[src/sv/opd_pkg.sv]
// Package for the OpenPGP packet deframer: phase and result codes, the result
// record, the tag classification helpers and the post-header phase helper. No dependencies.
`timescale 1ns / 1ps
`default_nettype none

package opd_pkg;

	// Widest body length that a header may carry (16 .. 32)
	localparam int LENGTH_WIDTH = 32;
	localparam logic [31:0] LEN_MAX = 32'hFFFF_FFFF >> (32 - LENGTH_WIDTH);

	// Output tdata width
	localparam int TDATA_W = 56;

	typedef enum logic [2:0] {
		PH_TAG       = 3'd0,
		PH_LEN_FIRST = 3'd1,
		PH_LEN_MORE  = 3'd2,
		PH_BODY      = 3'd3,
		PH_SKIP      = 3'd4
	} phase_t;

	typedef enum logic [1:0] {
		KIND_HEADER = 2'd0,
		KIND_BODY   = 2'd1,
		KIND_ERROR  = 2'd2
	} kind_t;

	localparam logic [2:0] ERR_NONE      = 3'd0;
	localparam logic [2:0] ERR_FIRST_BIT = 3'd1;
	localparam logic [2:0] ERR_LENGTH    = 3'd2;
	localparam logic [2:0] ERR_UNKNOWN   = 3'd3;
	localparam logic [2:0] ERR_TRUNCATED = 3'd4;

	typedef struct packed {
		kind_t       kind;
		logic [5:0]  tag;
		logic        new_fmt;
		logic [31:0] len;
		logic        partial;
		logic [7:0]  body_byte;
		logic        last;
		logic [2:0]  err;
	} result_t;

	// Tags that may carry a partial length
	function automatic logic partial_allowed(input logic [5:0] tag, input logic new_fmt);
		logic ok;
		ok = (tag == 6'd8) || (tag == 6'd9) || (tag == 6'd11) || (new_fmt && (tag == 6'd18));
		return ok;
	endfunction

	function automatic logic tag_known(input logic [5:0] tag);
		logic ok;
		ok = ((tag >= 6'd1) && (tag <= 6'd14)) || ((tag >= 6'd17) && (tag <= 6'd19));
		return ok;
	endfunction

	// Phase after a complete header
	function automatic phase_t header_done_phase(input logic stream_end, input logic partial,
			input logic len_zero, input logic known);
		phase_t ph;
		if (stream_end || (!partial && len_zero)) begin
			ph = PH_TAG;
		end else if (known) begin
			ph = PH_BODY;
		end else begin
			ph = PH_SKIP;
		end
		return ph;
	endfunction

endpackage

`default_nettype wire

[src/sv/openpgp_packet_deframer_top.sv]
// OpenPGP packet deframer: one stream byte in, at most one header, body or
// error item out. Depends on opd_pkg.
//
//  - Slave channel s_*: one raw stream byte per item in s_tdata[7:0];
//    s_tlast marks the final byte of the stream.
//  - Master channel m_*: m_tuser carries the result kind (header, body
//    byte, error); m_tdata carries the decoded header fields, the body byte
//    and the error code; m_tlast marks the final body byte of a packet.
//  - Bytes short of completing a header give no item unless in error or at
//    stream end; body bytes of skipped (unknown-tag) packets give none; others give one.
//  - Path: an input item lands in the input register, is decoded there and
//    its result is loaded into the output register on m_* once the master
//    side has taken the previous result.
//  - Throughput: one item per cycle while the master side takes results; the
//    byte decode is a short stretch of compare and mux logic between the input
//    register and the output register, so nothing iterates.
//  - Stall: while m_tready is low a pending result holds on m_*; one more
//    item is taken into the input register, then s_tready drops.
//  - Reset (arst_n low): clear the valid flags of both registers, return to
//    expecting a tag byte and clear all header state.
`timescale 1ns / 1ps
`default_nettype none

module openpgp_packet_deframer_top (
	input  wire logic        clk,
	input  wire logic        arst_n,
	input  wire logic        s_tvalid,
	output logic             s_tready,
	input  wire logic [7:0]  s_tdata,   // [7:0] stream_byte
	input  wire logic        s_tlast,   // stream_end
	output logic             m_tvalid,
	input  wire logic        m_tready,
	output logic [opd_pkg::TDATA_W-1:0] m_tdata, // [5:0] packet_tag, [6] is_new_format,
	                                             // [38:7] body_length, [39] is_partial,
	                                             // [47:40] body_byte, [50:48] error_code
	output logic [1:0]       m_tuser,   // [1:0] result_kind
	output logic             m_tlast    // last_of_packet
);
	import opd_pkg::*;

	// Input register
	logic       valid_s1;
	logic [7:0] byte_s1;
	logic       end_s1;

	// Deframer state
	phase_t      phase_q, phase_d;
	logic [5:0]  tag_q, tag_d;
	logic        nf_q, nf_d;
	logic [2:0]  left_q, left_d;
	logic [7:0]  first_q, first_d;
	logic [31:0] acc_q, acc_d;
	logic [31:0] body_left_q, body_left_d;
	logic        part_q, part_d;

	// Output register
	logic    out_valid_q;
	result_t out_q;

	result_t res_d;
	logic    emit_d;
	logic    out_free, fire;

	// Advance the decode stage when the output register can take its result
	assign out_free = !out_valid_q || m_tready;
	assign fire     = valid_s1 && out_free;
	assign s_tready = !valid_s1 || fire;

	always_ff @(posedge clk or negedge arst_n) begin
		if (!arst_n) begin
			valid_s1 <= 1'b0;
		end else if (s_tvalid && s_tready) begin
			valid_s1 <= 1'b1;
		end else if (fire) begin
			valid_s1 <= 1'b0;
		end
	end

	always_ff @(posedge clk) begin
		if (s_tvalid && s_tready) begin
			byte_s1 <= s_tdata;
			end_s1  <= s_tlast;
		end
	end

	// Shared decode terms
	logic [5:0]  tag_now;
	logic [5:0]  tag_old;
	logic [31:0] acc_shift;
	logic [2:0]  left_dec;
	logic        more_done;
	logic        two_octet;
	logic [31:0] len_more;
	logic        too_wide;
	logic        body_last;
	logic        skip_done;

	assign tag_old   = {2'b00, byte_s1[5:2]};
	assign tag_now   = byte_s1[6] ? byte_s1[5:0] : tag_old;
	assign acc_shift = {acc_q[23:0], byte_s1};
	assign left_dec  = left_q - 3'd1;
	assign more_done = (left_dec == 3'd0);
	// First octet 192..223 is 110xxxxx: length = {xxxxx, second} + 192
	assign two_octet = nf_q && (first_q[7:5] == 3'b110);
	assign len_more  = two_octet ? (32'({first_q[4:0], byte_s1}) + 32'd192) : acc_shift;
	assign too_wide  = (len_more > LEN_MAX);
	assign body_last = part_q ? end_s1 : ((body_left_q <= 32'd1) || end_s1);
	assign skip_done = part_q ? end_s1 : ((body_left_q <= 32'd1) || end_s1);

	// Next state
	always_comb begin
		phase_d     = phase_q;
		tag_d       = tag_q;
		nf_d        = nf_q;
		left_d      = left_q;
		first_d     = first_q;
		acc_d       = acc_q;
		body_left_d = body_left_q;
		part_d      = part_q;
		case (phase_q)
			PH_TAG: begin
				phase_d = PH_TAG;
				part_d  = 1'b0;
				if (!byte_s1[7]) begin
					tag_d = 6'd0;
					nf_d  = 1'b0;
				end else begin
					nf_d  = byte_s1[6];
					tag_d = tag_now;
					acc_d = 32'd0;
					if (byte_s1[6]) begin
						phase_d = end_s1 ? PH_TAG : PH_LEN_FIRST;
					end else if (byte_s1[1:0] == 2'b11) begin
						if (partial_allowed(tag_old, 1'b0)) begin
							part_d      = 1'b1;
							body_left_d = 32'd0;
							phase_d     = header_done_phase(end_s1, 1'b1, 1'b1,
								tag_known(tag_old));
						end
					end else begin
						left_d  = 3'(3'd1 << byte_s1[1:0]);
						phase_d = end_s1 ? PH_TAG : PH_LEN_MORE;
					end
				end
			end
			PH_LEN_FIRST: begin
				first_d = byte_s1;
				if (byte_s1 < 8'd192) begin
					body_left_d = 32'(byte_s1);
					phase_d     = header_done_phase(end_s1, part_q, byte_s1 == 8'd0,
						tag_known(tag_q));
				end else if ((byte_s1 >= 8'd224) && (byte_s1 != 8'd255)) begin
					if (partial_allowed(tag_q, 1'b1)) begin
						part_d      = 1'b1;
						body_left_d = 32'(byte_s1);
						phase_d     = header_done_phase(end_s1, 1'b1, 1'b0,
							tag_known(tag_q));
					end else begin
						phase_d = PH_TAG;
						part_d  = 1'b0;
					end
				end else begin
					left_d = (byte_s1 == 8'd255) ? 3'd4 : 3'd1;
					acc_d  = 32'd0;
					if (end_s1) begin
						phase_d = PH_TAG;
						part_d  = 1'b0;
					end else begin
						phase_d = PH_LEN_MORE;
					end
				end
			end
			PH_LEN_MORE: begin
				acc_d  = acc_shift;
				left_d = left_dec;
				if (!more_done) begin
					if (end_s1) begin
						phase_d = PH_TAG;
						part_d  = 1'b0;
					end
				end else if (too_wide) begin
					phase_d = PH_TAG;
					part_d  = 1'b0;
				end else begin
					body_left_d = len_more;
					phase_d     = header_done_phase(end_s1, part_q, len_more == 32'd0,
						tag_known(tag_q));
				end
			end
			PH_BODY: begin
				if (!part_q) begin
					body_left_d = body_left_q - 32'd1;
				end
				if (body_last) begin
					phase_d = PH_TAG;
					part_d  = 1'b0;
				end
			end
			PH_SKIP: begin
				if (!part_q) begin
					body_left_d = body_left_q - 32'd1;
				end
				if (skip_done) begin
					phase_d = PH_TAG;
					if (part_q) begin
						part_d = 1'b0;
					end
				end
			end
			default: begin
				phase_d = PH_TAG;
			end
		endcase
	end

	// Result of the byte in the decode stage
	always_comb begin
		res_d  = '0;
		emit_d = 1'b0;
		case (phase_q)
			PH_TAG: begin
				if (!byte_s1[7]) begin
					emit_d     = 1'b1;
					res_d.kind = KIND_ERROR;
					res_d.err  = ERR_FIRST_BIT;
				end else if (byte_s1[6]) begin
					if (end_s1) begin
						emit_d        = 1'b1;
						res_d.kind    = KIND_ERROR;
						res_d.tag     = tag_now;
						res_d.new_fmt = 1'b1;
						res_d.err     = ERR_TRUNCATED;
					end
				end else begin
					emit_d     = (byte_s1[1:0] == 2'b11) || end_s1;
					res_d.kind = KIND_ERROR;
					res_d.tag  = tag_old;
					if (byte_s1[1:0] == 2'b11) begin
						if (!partial_allowed(tag_old, 1'b0)) begin
							res_d.err = ERR_LENGTH;
						end else begin
							res_d.partial = 1'b1;
							if (tag_known(tag_old)) begin
								res_d.kind = KIND_HEADER;
							end else begin
								res_d.err = ERR_UNKNOWN;
							end
						end
					end else begin
						res_d.err = ERR_TRUNCATED;
					end
				end
			end
			PH_LEN_FIRST: begin
				res_d.tag     = tag_q;
				res_d.new_fmt = nf_q;
				res_d.kind    = KIND_ERROR;
				if ((byte_s1 < 8'd192) ||
				    ((byte_s1 >= 8'd224) && (byte_s1 != 8'd255) &&
				     partial_allowed(tag_q, 1'b1))) begin
					emit_d        = 1'b1;
					res_d.len     = 32'(byte_s1);
					res_d.partial = (byte_s1 >= 8'd224) ? 1'b1 : part_q;
					if (tag_known(tag_q)) begin
						res_d.kind = KIND_HEADER;
					end else begin
						res_d.err = ERR_UNKNOWN;
					end
				end else if (byte_s1 >= 8'd224 && byte_s1 != 8'd255) begin
					emit_d    = 1'b1;
					res_d.err = ERR_LENGTH;
				end else if (end_s1) begin
					emit_d    = 1'b1;
					res_d.err = ERR_TRUNCATED;
				end
			end
			PH_LEN_MORE: begin
				res_d.tag     = tag_q;
				res_d.new_fmt = nf_q;
				res_d.kind    = KIND_ERROR;
				if (!more_done) begin
					emit_d    = end_s1;
					res_d.err = ERR_TRUNCATED;
				end else if (too_wide) begin
					emit_d    = 1'b1;
					res_d.err = ERR_LENGTH;
				end else begin
					emit_d        = 1'b1;
					res_d.len     = len_more;
					res_d.partial = part_q;
					if (tag_known(tag_q)) begin
						res_d.kind = KIND_HEADER;
					end else begin
						res_d.err = ERR_UNKNOWN;
					end
				end
			end
			PH_BODY: begin
				emit_d          = 1'b1;
				res_d.kind      = KIND_BODY;
				res_d.tag       = tag_q;
				res_d.new_fmt   = nf_q;
				res_d.partial   = part_q;
				res_d.body_byte = byte_s1;
				res_d.last      = body_last;
			end
			default: begin
				emit_d = 1'b0;
			end
		endcase
	end

	// Hold state until the decode stage fires
	always_ff @(posedge clk or negedge arst_n) begin
		if (!arst_n) begin
			phase_q     <= PH_TAG;
			tag_q       <= 6'd0;
			nf_q        <= 1'b0;
			left_q      <= 3'd0;
			first_q     <= 8'd0;
			acc_q       <= 32'd0;
			body_left_q <= 32'd0;
			part_q      <= 1'b0;
		end else if (fire) begin
			phase_q     <= phase_d;
			tag_q       <= tag_d;
			nf_q        <= nf_d;
			left_q      <= left_d;
			first_q     <= first_d;
			acc_q       <= acc_d;
			body_left_q <= body_left_d;
			part_q      <= part_d;
		end
	end

	// Output register: load a new result, or drop the one just taken
	always_ff @(posedge clk or negedge arst_n) begin
		if (!arst_n) begin
			out_valid_q <= 1'b0;
		end else if (out_free) begin
			out_valid_q <= fire && emit_d;
		end
	end

	always_ff @(posedge clk) begin
		if (fire && emit_d) begin
			out_q <= res_d;
		end
	end

	assign m_tvalid = out_valid_q;
	assign m_tuser  = out_q.kind;
	assign m_tlast  = out_q.last;
	assign m_tdata  = {5'd0, out_q.err, out_q.body_byte, out_q.partial, out_q.len,
		out_q.new_fmt, out_q.tag};

	// Only error items carry an error code
	a_err_only_on_error: assert property (@(posedge clk) disable iff (!arst_n)
		(m_tvalid && (m_tuser != KIND_ERROR)) |-> (m_tdata[50:48] == ERR_NONE))
		else $error("error code set on a non-error item");

	// The packet-end mark appears on body items only
	a_last_on_body: assert property (@(posedge clk) disable iff (!arst_n)
		(m_tvalid && m_tlast) |-> (m_tuser == KIND_BODY))
		else $error("last mark on a non-body item");

	// The final byte of a stream always leaves the deframer expecting a tag byte
	a_end_to_tag: assert property (@(posedge clk) disable iff (!arst_n)
		(fire && end_s1) |=> (phase_q == PH_TAG))
		else $error("stream end did not return to tag phase");

endmodule

`default_nettype wire

[config.mk]
export PLATFORM = sky130hd
export DESIGN_NAME = openpgp_packet_deframer_top
export DESIGN_NICKNAME = d
export VERILOG_FILES = /design/src/sv/opd_pkg.sv /design/src/sv/openpgp_packet_deframer_top.sv
export SDC_FILE = /design/constraint.sdc
export NUM_CORES = 1
export LEC_CHECK = 0
export ABC_AREA = 1
export BUFFER_PORTS_ARGS = -buffer_cell sky130_fd_sc_hd__buf_2
export CAP_MARGIN = 20
export CORE_AREA = 10 10 150 152
export DETAILED_ROUTE_END_ITERATION = 16
export DIE_AREA = 0 0 160 162
export GPL_TIMING_DRIVEN = 0
export MAX_ROUTING_LAYER = met4
export PLACE_DENSITY_LB_ADDON = 0.08
export SETUP_SLACK_MARGIN = 0.02
export SYNTH_ARGS = -nofsm -noshare
export SYNTH_HDL_FRONTEND = slang
export SYNTH_SLANG_ARGS = --single-unit
[constraint.sdc]
create_clock -name clk -period 4.3 [get_ports clk]
set_input_delay 0.43 -clock clk [delete_from_list [all_inputs] [get_ports clk]]
set_output_delay 0.43 -clock clk [all_outputs]
set_load 0.03 [all_outputs]
==> key figures <==
Final layout
  • Final antenna diode count: 0
  • Nets: roughly 1100
  • Fillers: around 2000
  • Fin cells: about 1300
  • P&R area growth vs syn: 17.8%
  • Final Instance Area: 9040 µm²
  • Core utilization of the finished layout: 0.466
  • Layout cells sized above 1: 0.138

Worst hold path
  • Worst min-delay path category: primary input to flop

Worst setup path
  • Number of cells on the worst reg-to-reg path: 10
  • Worst setup path endpoint: m_tdata[18]
  • Reg-to-reg critical path startpoint: left_q[0]
  • Crit path kind: flop to flop
  • CP Data Arrival Time: about 3.5 ns
  • Data required time at the worst endpoint: 4.42 ns
  • Capture instance of the worst register-to-register path: m_tdata[18]
  • Setup slack on the worst flop-to-flop path: 0.92 ns
  • CP endpoint kind: flop
  • Source of the critical timing path: left_q[0]
  • Startpoint kind of the worst setup timing path: flop
  • Crit path max fanout: 31

Routing
  • DRT antenna net count: 0
  • Total length of routed wires: 23.5 mm
  • DR WL/cell: around 18 µm
  • Residual DRC count: 0
  • Number of vias per cell after detailed routing: 5.08
  • Starting DRT DRC Count: 605
  • Detailed-router iteration count before antenna repair: 5
  • Via count: around 6800

STA
  • Post-Route Skew: 0.00664 ns
  • Slew @ Worst Pin: 0.766 ns
  • Min cycle time layout: 3.38 ns
  • Count of final setup violators: 0
  • Number of endpoints with negative hold slack in the final report: 0
  • Final critical-path share of the clock period: 0.786
  • Max frequency: 0.296 GHz
  • Max_slew headroom: 0.488
  • Unrepaired setup endpoints after global routing: false
  • Pins over their slew limit: 0

Yosys
  • Syn avg cell area: 7.98 µm²
  • Yosys warns: 0
  • Share of the yosys chip area belonging to registers: 0.508
  • Number of storage elements in the synthesis netlist: 143
  • Netlist Area Pre-Place: 7670 µm²
  • Synthesized instance count: 962
  • Main synth FF type: dfrtp_1
  • Post-synth ARST share: 0.559
  • Unique cell type count in the Yosys netlist: 53
  • Number of enable flip-flop cells after synthesis: 63

Clock tree
  • Clock Tree Root: clkbuf_16
  • Number of gates given a new drive strength after cts: 0
  • Later-pin clock latency in the skew report: 0.43 ns
  • Clock Pin Slew Worst Setup and Hold Paths: 0.06 ns
  • Number of clock buffers inserted by TritonCTS: 17
  • Maximum buffer depth of the clock tree: 2
  • H-tree levels: 4
  • CTS tree: done
  • Number of sinks on the clock net: ~140

Floorplanning
  • Area of the core: 19400 µm²
  • Height of the chip: between 150 and 200 µm
  • Count of pins on the block boundary: 74
  • Die area: 25900 µm²
  • Die boundary width: 160 µm
  • Count of standard-cell rows: 51
  • Effective utilization at floorplan: 0.396

Placement
  • Post-placement cell count: 1301
  • Number of buffer cells added on primary ports: 68
  • Post-DP HPWL: 17.8 mm
  • Final Wtd Congestion: 0.921
  • Placed standard-cell area: 8420 µm²

Job
  • Number of max-cap violations: 0

Power
  • Static leakage power: ~0.0042 µW
  • Total power consumption of the routed design: 8480 µW
  • Power Density: 938 nW/µm²
  • IR Drop Worst-Case VDD: 0.000345 V

GRT
  • Pin count of the biggest net entering global routing: 53
  • First-pass GRT wire length: 37.3 mm
  • Number of antenna violations at the first check in global routing: 0
  • Via count of the first global-routing pass: approximately 6500
  • Remaining Overflow, GRT: 0
  • GRT Overall Usage: 0.188

Outcome
  • Run status: completed
-- state kept, by name, summed over array words and instances, names as in the netlist --
register     count
acc_q           24
body_left_q     32
byte_s1          8
end_s1           1
first_q          8
left_q           3
m_tdata         51
m_tlast          1
m_tuser          2
m_tvalid         1
nf_q             1
part_q           1
phase_q          3
tag_q            6
valid_s1         1
-- layer usage --
| metal | track usage | part of all wire |
|---|---|---|
| met1 | 0.257 | 0.48 |
| met2 | 0.278 | 0.44 |
| met3 | 0.0432 | 0.061 |
| met4 | 0.0451 | 0.011 |
| met5 | - | 0 |
-- logic make-up after synthesis --
family                   synth area share
multiplexers                      0.00294
adder cells (fa/ha/maj)           0.00978
flip-flops                          0.508
other                            0.000489
buffers and inverters              0.0775
XOR/XNOR                          0.00571
AND/OR/NAND/NOR                     0.283
AO/OA/AOI/OAI                       0.114
-- critical path, cell delays in order, from the launching register on --
cell and delay, ns:
dfrtp_1 0.35, inv_1 0.08, ha_1 0.21, xnor2_1 0.25, nand2_1 0.37, nor2_1 0.39, inv_1 0.18, o2111ai_1 0.13
a21oi_1 0.15, nor2_4 0.65, buf_12 0.28
-- cells in the final DEF, fill, tap and decap left out, drive strengths merged, types with 2 or more instances in the layout --
cell      count
o211ai        3
mux2          2
o21ai        82
a32oi         2
clkbuf       39
xor2          3
o21a          2
nor2        118
bufinv        3
a211oi        2
clkinv        4
or2           2
nor4          6
xnor2         2
dfrtp        80
conb          5
nand3        87
buf          91
clkinvlp      3
nor3         18
edfxtp       63
inv         103
nand2       272
o21bai        4
ha            6
a21oi        29
nand4         9
o31ai        13
nand3b        2
o22ai         3
-- cell type report --
| class | instances | area [µm²] | share of cell area |
|---|---|---|---|
| Buffer | 37 | 199 | 0.0220 |
| Clock buffer | 23 | 478 | 0.0529 |
| Clock inverter | 9 | 135 | 0.0149 |
| Inverter | 104 | 395 | 0.0437 |
| Multi-Input combinational cell | 682 | 3210 | 0.355 |
| Sequential cell | 143 | 3890 | 0.431 |
| Tap cell | 265 | 332 | 0.0367 |
| Timing Repair Buffer | 71 | 400 | 0.0443 |
-- worst min-delay path by stage --
stage	from	to	slack [ns]	depth (start not counted)
2_1_floorplan	arst_n	acc_q[0]	0.13	0
3_3_place_gp	body_left_q[29]	body_left_q[29]	0.47	2
3_5_place_dp	arst_n	body_left_q[23]	0.41	1
4_1_cts	s_tdata[5]	byte_s1[5]	0.16	1
5_1_grt	s_tlast	end_s1	0.16	1
6_report	s_tdata[0]	byte_s1[0]	0.17	1
-- stage by stage --
stage | hold WS (ns) | TNS [ns] | setup slack (ns)
global route | 0.165 | 0 | 0.691
finish | 0.175 | 0 | 0.922
CTS | 0.156 | 0 | 0.920
detailed placement | 0.411 | 0 | 0.945
floorplan | 0.134 | 0 | 0.0620
global placement | 0.470 | -96.58 | -1.79
-- repair_timing --
action,in CTS,in global routing
hold endpoints to repair,28,0
hold buffers,1,0
setup buffers,0,0
-- synthesized netlist by cell type, drive strengths merged (6+ instances only) --
cell type	instances	area (µm²)
a21oi	29	149
buf	21	139
clkbuf	16	60.1
dfrtp	80	2000
edfxtp	63	1890
ha	6	75.1
inv	103	392
nand2	272	1030
nand3	87	445
nand4	9	56.3
nor2	118	458
nor3	18	101
nor4	6	37.5
o21ai	82	425
o31ai	13	97.6
-- report_power, final --
part	switching (µW)	internal, µW
registers	353	2010
clock network	581	960
logic	3250	1320
total	4180	4290
(Power assumes the default switching activity.)
